$ cat src/rtl/core/bll_pkg.sv
// Shared types and constants for the bounded list bank.
// No dependencies; imported by the top, bll_ctrl, bll_dp and the testbench, not by bll_ram.
`default_nettype none
package bll_pkg;
    localparam int MODE_W      = 3;
    localparam int SLOT_W      = 4;
    localparam int WORD_W      = 32;
    localparam int SIZE_W      = 6;
    localparam int OUT_CNT_W   = 5;
    localparam int MAX_RESULTS = 16;

    typedef enum logic [3:0] {
        ST_OK, ST_BAD_SLOT, ST_BAD_SIZE, ST_EXISTS, ST_TOO_BIG,
        ST_FULL, ST_NO_SLOT, ST_EMPTY, ST_NOT_FOUND, ST_BAD_NEW_SIZE
    } t_status;

    typedef enum logic [2:0] {
        MD_CREATE, MD_APPEND, MD_DROP, MD_REMOVE,
        MD_RESIZE, MD_READ, MD_SORT, MD_COUNT
    } t_mode;

    typedef enum logic [1:0] {OP_SINGLE, OP_READ, OP_SORT, OP_REMOVE} t_op;

    typedef enum logic [3:0] {
        S_IDLE, S_DECODE, S_SINGLE, S_RD_ADDR, S_RD_DATA,
        S_SORT_EMIT, S_RM_ADDR, S_RM_DATA, S_RM_DONE
    } t_state;

    typedef struct packed {
        logic take;
        logic single;
        logic idx_clr;
        logic idx_inc;
        logic rd_req;
        logic emit_mem;
        logic ins;
        logic emit_buf;
        logic rm_step;
        logic rm_done;
    } t_cmd;

    typedef struct packed {
        t_op  op;
        logic out_free;
        logic at_fill_end;
        logic at_out_end;
    } t_sts;
endpackage
`default_nettype wire

$ cat src/rtl/core/bll_ctrl.sv
// Sequencer for the bounded list bank: one request at a time.
// Depends on bll_pkg; drives bll_dp through t_cmd, reads t_sts.
`default_nettype none
module bll_ctrl
    import bll_pkg::*;
(
    input  wire logic i_clk,
    input  wire logic i_rst_n,
    input  wire logic i_s_tvalid,
    output logic      o_s_tready,
    input  wire t_sts i_sts,
    output t_cmd      o_cmd
);
    t_state r_state, n_state;

    always_ff @(posedge i_clk) begin
        if (!i_rst_n) begin
            r_state <= S_IDLE;
        end else begin
            r_state <= n_state;
        end
    end

    always_comb begin
        n_state = r_state;
        unique case (r_state)
            S_IDLE:   if (i_s_tvalid) n_state = S_DECODE;
            S_DECODE: begin
                unique case (i_sts.op)
                    OP_SINGLE: n_state = S_SINGLE;
                    OP_REMOVE: n_state = S_RM_ADDR;
                    default:   n_state = S_RD_ADDR;
                endcase
            end
            S_SINGLE:  if (i_sts.out_free) n_state = S_IDLE;
            S_RD_ADDR: n_state = S_RD_DATA;
            S_RD_DATA: begin
                if (i_sts.op == OP_SORT) begin
                    n_state = i_sts.at_fill_end ? S_SORT_EMIT : S_RD_ADDR;
                end else if (i_sts.out_free) begin
                    n_state = i_sts.at_out_end ? S_IDLE : S_RD_ADDR;
                end
            end
            S_SORT_EMIT: if (i_sts.out_free && i_sts.at_out_end) n_state = S_IDLE;
            S_RM_ADDR:   n_state = S_RM_DATA;
            S_RM_DATA:   n_state = i_sts.at_fill_end ? S_RM_DONE : S_RM_ADDR;
            S_RM_DONE:   if (i_sts.out_free) n_state = S_IDLE;
            default:     n_state = S_IDLE;
        endcase
    end

    always_comb begin
        o_cmd      = '0;
        o_s_tready = 1'b0;
        unique case (r_state)
            S_IDLE: begin
                o_s_tready = 1'b1;
                o_cmd.take = i_s_tvalid;
            end
            S_DECODE:  o_cmd.idx_clr = 1'b1;
            S_SINGLE:  o_cmd.single  = i_sts.out_free;
            S_RD_ADDR, S_RM_ADDR: o_cmd.rd_req = 1'b1;
            S_RD_DATA: begin
                if (i_sts.op == OP_SORT) begin
                    // buffer fill equals the index, so the last insert resets it
                    o_cmd.ins     = 1'b1;
                    o_cmd.idx_inc = !i_sts.at_fill_end;
                    o_cmd.idx_clr = i_sts.at_fill_end;
                end else begin
                    o_cmd.emit_mem = i_sts.out_free;
                    o_cmd.idx_inc  = i_sts.out_free;
                end
            end
            S_SORT_EMIT: begin
                o_cmd.emit_buf = i_sts.out_free;
                o_cmd.idx_inc  = i_sts.out_free;
            end
            S_RM_DATA: begin
                o_cmd.rm_step = 1'b1;
                o_cmd.idx_inc = 1'b1;
            end
            S_RM_DONE: o_cmd.rm_done = i_sts.out_free;
            default: o_cmd = '0;
        endcase
    end
endmodule
`default_nettype wire

$ cat config.mk
export PLATFORM = sky130hd
export DESIGN_NAME = bll_ctrl
export DESIGN_NICKNAME = d
export VERILOG_FILES = /design/src/rtl/core/bll_pkg.sv /design/src/rtl/core/bll_ctrl.sv
export SDC_FILE = /design/constraint.sdc
export NUM_CORES = 1
export LEC_CHECK = 0
export BUFFER_PORTS_ARGS = -buffer_cell sky130_fd_sc_hd__buf_2
export CAP_MARGIN = 30
export CELL_PAD_IN_SITES_DETAIL_PLACEMENT = 0
export CELL_PAD_IN_SITES_GLOBAL_PLACEMENT = 1
export CORE_AREA = 2 2 40 49
export CTS_CLUSTER_DIAMETER = 100
export CTS_CLUSTER_SIZE = 30
export DETAILED_ROUTE_END_ITERATION = 7
export DIE_AREA = 0 0 42 51
export PLACE_DENSITY_LB_ADDON = 0.1
export SLEW_MARGIN = 10
export SYNTH_ARGS = -nofsm -noshare
export SYNTH_HDL_FRONTEND = slang
export SYNTH_SLANG_ARGS = --single-unit
export TNS_END_PERCENT = 30
$ cat constraint.sdc
create_clock -name i_clk -period 1.8 [get_ports i_clk]
set_input_delay 0.27 -clock i_clk [delete_from_list [all_inputs] [get_ports i_clk]]
set_output_delay 0.27 -clock i_clk [all_outputs]
set_load 0.1 [all_outputs]
# Word-level counts from Yosys, hierarchy flattened
# Cells that the tools add are included.
# word_totals
output_inout_bits	11
elab_cells	46
in_bits	8
ff_bits	4
# op_classes
n_mux	24
n_eq_ne	14
reduce_logical	7
# op_table
operator	count
4-bit one-hot mux with 8 select lines	1
4-bit two-way mux	6
4-bit by 3-bit == test with 1-bit output, second input constant	4
1-bit two-way mux	11
4-bit by 2-bit == test with 1-bit output, second input constant	2
3-bit one-hot mux with 2 select lines	1
2-bit == test, second input constant	2
4-bit by 1-bit == test with 1-bit output, second input constant	1
4-bit == test, second input constant	1
4-bit zero test	1
2-bit two-way mux	2
2-bit != test, second input constant	2
4-bit AND reduction	1
2-bit OR reduction	2
3-bit two-way mux	1
3-bit != test, second input constant	1
1-bit one-hot mux with 3 select lines	1
2-bit zero test	1
2-bit by 1-bit != test with 1-bit output, second input constant	1
1-bit one-hot mux with 2 select lines	1
1-bit logical AND	1
1-bit zero test	1

# Depth between registers and ports, before layout
# Gate-level depths: netlist (run 1).
# logic_depth
word_depth	4
mapped_depth	7

# Least setup slack after synthesis (run 1)
# No wires, ideal clock.
# synth_path
path_kind	reg2out
startpoint	register r_state[1]
endpoint	output port o_cmd[9] (netlist bit)
n_path_buf	1
required_time_ps	1530
slack_ps	-3004
t_arrival_ps	4534
stages_incl_launch_ff	4
cell_sequence	dfxtp_1 > buf_2 > nor4_1 > and2_1
# synth_lines
item	line	source
start, declared	bll_ctrl.sv:14	t_state r_state, n_state;
start signal, assigned	bll_ctrl.sv:20	r_state <= n_state;
end, declared	bll_ctrl.sv:12	output t_cmd o_cmd

==> results by group, run 1 <==
Yosys
  • Largest area contributor in the netlist: dfxtp_1
  • Synth top area cells: dfxtp_1 15%, nor3b_1 7.2%, buf_2 5.7%
  • Top cells by count, synth: 6 x buf_2, 6 x nand2_1, 5 x nor2_1, 5 x nor3b_1
  • Async SR Flop Fraction: 0%
  • Yosys reg bits: 4
  • Post-Syn Nets: 78
  • Register area share after synthesis: ~15%
  • Predominant post-synthesis flop cell: dfxtp_1
  • Proportion of netlist area held by the largest area contributor: between 15 and 20%
  • Cells after Synth: roughly 70
  • Post-Syn Area: roughly 520 um^2
  • Yosys warnings: 0
  • Library cells used by synthesis: 33
  • Syn avg cell area: about 7.7 um^2
  • Post-synth EDFFs: 0

Global route
  • First-pass GRT wire length: ~2.6 mm
  • Global route total overflow: 0
  • Antenna violations before repair: 0
  • Tot GR Track Use: between 15 and 20%
  • Vias in the first global route: 582
  • Largest net degree at the start of global routing: 18

Floorplanning
  • Starting density of the core: 30.36%
  • Die W: 42 um
  • Die height: a little over 50 um
  • Die Footprint: around 2100 um^2
  • Core Rows: 17
  • Area of the core: ~1700 um^2
  • IO Pins: 19

Critical path
  • Worst Path Required: around 1500 ps
  • CP endpoint kind: output pin
  • Critical path type: reg2out
  • Cells along the critical path: or4b_4, nor3b_4, buf_12
  • Worst path arrival time: roughly 1600 ps
  • Maximum fanout along the worst path: 2
  • Critical path launch point type: flop
  • Slowest CP cell: or4b_4
  • Crit-path max cell delay: around 570 ps

Final layout
  • P&R area growth vs syn: 76.79%
  • Top flop regs: r_state x4
  • # nets final: 100
  • Final non-filler cell area: a little over 900 um^2
  • Layout cells sized above 1: between 40% and 50%
  • Antenna cells: 0
  • Non-Filler Instances: ~110
  • Register with the most flip-flops: r_state
  • Max reg flops: 4

Place
  • Placed cell count: between 100 and 150
  • Routability cong.: 0.7650
  • Post-DP HPWL: about 1.1 mm
  • PortBufs: 18
  • Placed cell areas: roughly 890 um^2

Clock tree
  • Num CTS Buffers: 3
  • Clock Latency Late Sink: 230 ps
  • Clock buffer depth: 2
  • CTS Hold Bufs: 0
  • Clk root buf: clkbuf_4
  • CTS tree: built
  • Clock sink count: 4
  • CTS clk-pin slew, worst paths: 40 ps
  • H-tree depth: 1

Timing
  • PnR worst setup slack: -24.94 ps
  • Highest Clock Rate: about 550 MHz
  • Final period util: 101.4%
  • Rel. slew slack: between 70% and 80%
  • Tmin final: approximately 1800 ps
  • Final slew viol count: 0
  • Final Hold Vio Count: 0
  • RSZ-0062 raised after global routing: true
  • Final Setup Violations: 1
  • Clock skew: around 2.2 ps
  • Slew @ Worst Pin: between 300 and 400 ps

Power and ir drop
  • Peak VDD IR: 0.9186 mV
  • P_leak: 0.3555 nW
  • PwrDens: approximately 1700 nW/um^2
  • Power Total: ~1.5 mW

Outcome
  • Failing checks: setup timing
  • Status: complete, but fails checks

Detailed routing
  • Mean number of vias per cell: roughly 5.3
  • Routed wire per std cell: around 14 um
  • Post-route antenna net violation count: 0
  • Via count: ~560
  • DRC: 0
  • Drt pass-1 iters: 3
  • Initial DRC count: 11
  • Drt total wl: 1.461 mm

Min path
  • Hold crit path type: in2reg

Job
  • MaxCap Viol Count: 0
==> cells in the final DEF (no fill, tap or decap), drive strengths merged <==
master  instances
a22oi           1
nand4b          1
nand2b          1
nor3            1
inv             2
nor2            5
nand3           2
clkbuf          3
and3            2
o22ai           1
buf            25
o21ai           2
or4b            2
nor4bb          1
a211oi          3
nor4b           1
nor4            3
mux2i           2
a32o            1
and2            1
or3b            1
nor3b           5
nand2           6
o221a           1
xnor2           2
o41a            1
ha              2
nor2b           4
dfxtp           4
a21oi           2
==> area by class of cell <==
cell class | instances | area (um^2)
Inverter | 2 | 7.507
Sequential cell | 4 | 81.33
Tap cell | 19 | 23.77
Clock buffer | 3 | 22.52
Multi-Input combinational cell | 54 | 461.7
Fill cell | 175 | 798.3
Timing Repair Buffer | 25 | 327.8
==> cells by family (layout without fill, tap and decap cells) <==
family | after synthesis | in the layout | synth area share [%]
and+or+nand+nor | 36 | 36 | 44.74
xor gates and xnor gates | 2 | 2 | 3.350
muxes | 2 | 2 | 3.828
AOI/OAI and AO/OA | 12 | 12 | 17.94
buffers and inverters | 10 | 30 | 10.05
adders and majority gates | 2 | 2 | 4.784
DFF | 4 | 4 | 15.31
==> per-layer routing <==
metal	track usage [%]	part of all wire (%)	routed length, um
met2	27.08	52	765
met3	3.180	3.2	47
met4	4.839	0	0
met5	0	0	0
met1	19.36	44	648
==> through the flow <==
step	setup WS [ps]	hold WS, ps	util (%)	setup TNS, ps
after floorplan	-576.7	395.8	-	-4052
after global routing	-66.88	345.5	53.67	-123.5
after CTS	-29.17	333.8	52.87	-29.17
final	-24.94	344.3	53.67	-24.94
after global placement	151.7	584.5	51.56	0
after detailed placement	138.5	579.5	51.56	0
==> worst paths after layout <==
path / start / endpoint / slack (ps) / cells after the start
setup reg to reg: r_state[1]$_SDFFE_PN0P_ / r_state[1]$_SDFFE_PN0P_ / 250 / 5
hold / removal: i_rst_n / r_state[2]$_SDFFE_PN0P_ / 340 / 2
hold reg to reg: r_state[1]$_SDFFE_PN0P_ / r_state[1]$_SDFFE_PN0P_ / 670 / 3
setup / recovery: r_state[0]$_SDFFE_PN0P_ / o_cmd[4] / -20 / 3
==> power by group <==
group | switching [mW] | internal, mW | leakage [nW]
Clock | 0.0338 | 0.0744 | 0.0138
Combinational | 0.781 | 0.518 | 0.309
Sequential | 0.0245 | 0.118 | 0.0330
==> worst max-delay path, delay by kind of cell, from the launching register on <==
| family | cells | cell delay, ps |
|---|---|---|
| AND/OR/NAND/NOR | 2 | 810 |
| flip-flops | 1 | 310 |
| buffers and inverters | 1 | 200 |
==> what timing repair did <==
item / in CTS / in global routing
setup buffers: 0 / 0
setup endpoints to repair: 2 / 7
resized for setup: 0 / 5
gates cloned: 0 / 0
pin swaps: 4 / 3
No activity file was read; power rests on OpenSTA's default activity.
==> run 2, diff against run 1 <==
ABC_AREA = 1   (was unset)
CAP_MARGIN = unset   (was 30)
==> run 2 against run 1 <==
Compared with the run above: the flow now finishes without violations; global-route usage fell by 1.8 points; largest power group unchanged; register-to-register slack improved by 270 ps; critical path type unchanged; via count rose by 8.0%; sequential power barely moved.
==> results by group, run 2 <==
Outcome
  • Status: finished, final reports clean

Global route
  • First-pass GRT wire length: 2.304 mm (-11%)
  • Global route total overflow: 0 (unchanged)
  • Tot GR Track Use: 13.86% (-1.8 points)
  • Largest net degree at the start of global routing: 7 (-11)
  • Antenna violations before repair: 0 (unchanged)
  • Vias in the first global route: 603 (+3.6%)

Critical path
  • Maximum fanout along the worst path: 5 (+3)
  • Launch point of the worst reg-to-reg path: r_state[2]$_SDFFE_PN0P_
  • CP endpoint kind: output pin
  • Critical path type: reg2out
  • R2r setup slk: 520 ps (+270 ps)
  • Reg2Reg Capture Point: r_state[1]$_SDFFE_PN0P_
  • Worst path arrival time: 1450 ps (-100 ps)
  • Worst Path Required: 1530 ps (about the same)
  • Critical path launch point type: flop
  • Register-to-Register Path Depth: 8 (+3)

Min path
  • HP Start: i_rst_n
  • Hold crit path type: in2reg
  • Hold path cells: 3 (+1)
  • Hold worst-path end: r_state[2]$_SDFFE_PN0P_

Clock tree
  • H-tree depth: 1 (unchanged)
  • Num CTS Buffers: 3 (unchanged)
  • CTS Hold Bufs: 0 (unchanged)
  • Clk root buf: clkbuf_4
  • CTS clk-pin slew, worst paths: 40 ps (about the same)
  • Clock buffer depth: 2 (unchanged)
  • Clock Latency Late Sink: 230 ps (about the same)
  • Clock sink count: 4 (unchanged)
  • CTS tree: built

Final layout
  • Most common cell after layout, fill and taps aside: nand2_1
  • P&R area growth vs syn: 79.78%
  • Antenna cells: 0 (unchanged)
  • Register with the most flip-flops: r_state
  • Layout cells sized above 1: 38.89% (-10 points)
  • Most frequent cells in the layout: 22 x nand2_1, 13 x inv_1, 9 x nor2_1, 9 x nand3_1
  • Fillers: 197 (+13%)
  • Top flop regs: r_state x4
  • Final Core Density: 46.48% (-7.2 points)
  • Max reg flops: 4 (unchanged)
  • # nets final: 120 (+20%)

Timing
  • Final Hold Vio Count: 0 (unchanged)
  • Highest Clock Rate: 583.0 MHz (+6.4%)
  • Tmin final: 1715 ps (-109.7 ps)
  • PnR worst setup slack: 84.74 ps (+109.7 ps)
  • Slew @ Worst Pin: 483.7 ps (+130.9 ps)
  • Setup TNS: 0 ps (+24.94 ps)
  • RSZ-0062 raised after global routing: true
  • Hold_ws: 231.8 ps (-112.5 ps)
  • Final Setup Violations: 0 (-1)
  • Clock skew: 2.171 ps (-0.05408 ps)
  • Final slew viol count: 0 (unchanged)
  • Rel. slew slack: 67.97% (-8.3 points)
  • Final period util: 95.29% (-6.1 points)

Detailed routing
  • Drt pass-1 iters: 4 (+1)
  • Post-route antenna net violation count: 0 (unchanged)
  • Routed wire per std cell: 10.39 um (-24%)
  • Via count: 607 (+8.0%)
  • Mean number of vias per cell: 4.780 (-9.0%)
  • DRC: 0 (unchanged)
  • Drt total wl: 1.319 mm (-9.7%)
  • Initial DRC count: 10 (-1)

Yosys
  • Cells after Synth: 83 (+22%)
  • Syn avg cell area: 5.367 um^2 (-30%)
  • Post-synth EDFFs: 0 (unchanged)
  • Async SR Flop Fraction: 0% (unchanged)
  • Yosys reg bits: 4 (unchanged)
  • Register area share after synthesis: 17.98% (+2.7 points)
  • Synth top area cells: nand2_1 20%, dfxtp_1 18%, inv_1 12%
  • Proportion of netlist area held by the largest area contributor: 20.22% (+4.9 points)
  • Post-Syn Area: 445.4 um^2 (-15%)
  • Largest area contributor in the netlist: nand2_1
  • Predominant post-synthesis flop cell: dfxtp_1
  • Post-Syn Nets: 93 (+19%)
  • Yosys warnings: 0 (unchanged)
  • Top cells by count, synth: 24 x nand2_1, 14 x inv_1, 11 x nor2_1, 9 x nand3_1, 6 x a21oi_1
  • Most frequent cell after synthesis: nand2_1
  • Library cells used by synthesis: 15 (-55%)

Floorplanning
  • Die Footprint: 2142 um^2 (unchanged)
  • Area of the core: 1723 um^2 (unchanged)
  • IO Pins: 19 (unchanged)
  • Starting density of the core: 25.85% (-4.5 points)
  • Core Rows: 17 (unchanged)
  • Die W: 42 um (unchanged)
  • Die height: 51 um (unchanged)

Power and ir drop
  • P_leak: 0.4190 nW (+18%)
  • Peak VDD IR: 0.6093 mV (-34%)
  • PwrDens: 1379 nW/um^2 (-18%)
  • Power Total: 1.104 mW (-29%)

Place
  • Pre-CTS setup slack: 194.7 ps (+56.23 ps)
  • PortBufs: 18 (unchanged)
  • Post-DP HPWL: 1.133 mm (+1.0%)
  • Routability cong.: 0.7381 (-3.5%)

Job
  • MaxCap Viol Count: 0 (unchanged)
==> run 2: layer usage <==
| layer | share of wire (%) | global-route usage, % | wire length, um | up-vias |
|---|---|---|---|---|
| met1 | 41 | 16.24 | 541 | 272 |
| met5 | 0 | 0 | 0 | - |
| li1 | - | - | - | 312 |
| met4 | 0 | 6.452 | 0 | 0 |
| met2 | 53 | 25.26 | 700 | 23 |
| met3 | 5.8 | 1.060 | 77 | 0 |
==> run 2: area by class of cell <==
class / count / area [um^2] / area share [%]
Sequential cell: 4 / 81.33 / 10.16
Multi-Input combinational cell: 62 / 364.1 / 45.47
Tap cell: 19 / 23.77 / 2.969
Clock buffer: 3 / 22.52 / 2.812
Inverter: 17 / 63.81 / 7.969
Timing Repair Buffer: 22 / 245.2 / 30.62
==> run 2: critical path, stage by stage, from the launching register on <==
cell and delay [ps]:
dfxtp_1 340, inv_1 120, nand2_4 90, nor2_4 140
inv_2 80, o31ai_4 220, buf_12 210
==> run 2: kinds of logic after synthesis <==
group,Yosys count,synth area share (%)
and+or+nand+nor,52,51.97
buffers and inverters,17,14.33
AOI/OAI and AO/OA,8,10.11
DFF,4,17.98
adders and majority gates,2,5.617
==> run 2: power by group <==
part | switching [mW] | leakage [nW] | internal, mW
Combinational | 0.622 | 0.372 | 0.222
Clock | 0.0395 | 0.0138 | 0.0748
Sequential | 0.0325 | 0.0331 | 0.113
Total | 0.694 | 0.419 | 0.410
==> run 2: worst max-delay path by stage <==
stage,depth (start not counted),start,end
2_1_floorplan,3,r_state[0]$_SDFFE_PN0P_,o_cmd[9]
3_3_place_gp,7,i_sts[3],o_cmd[6]
3_5_place_dp,7,i_sts[3],o_cmd[6]
4_1_cts,5,r_state[0]$_SDFFE_PN0P_,o_cmd[6]
5_1_grt,6,r_state[3]$_SDFFE_PN0P_,o_cmd[6]
6_report,6,r_state[3]$_SDFFE_PN0P_,o_cmd[6]
==> run 2: per-stage QoR <==
stage	instances	cell area, um^2
floorplan	83	504.2
CTS	123	760.7
global route	127	800.8
finish	127	800.8
detailed placement	120	738.2
global placement	120	738.2
==> run 2: timing repair <==
item                                    4_1_cts  5_1_grt
buffers inserted                              0        4
gates resized for setup                       0        3
endpoints found under the setup margin        0        4
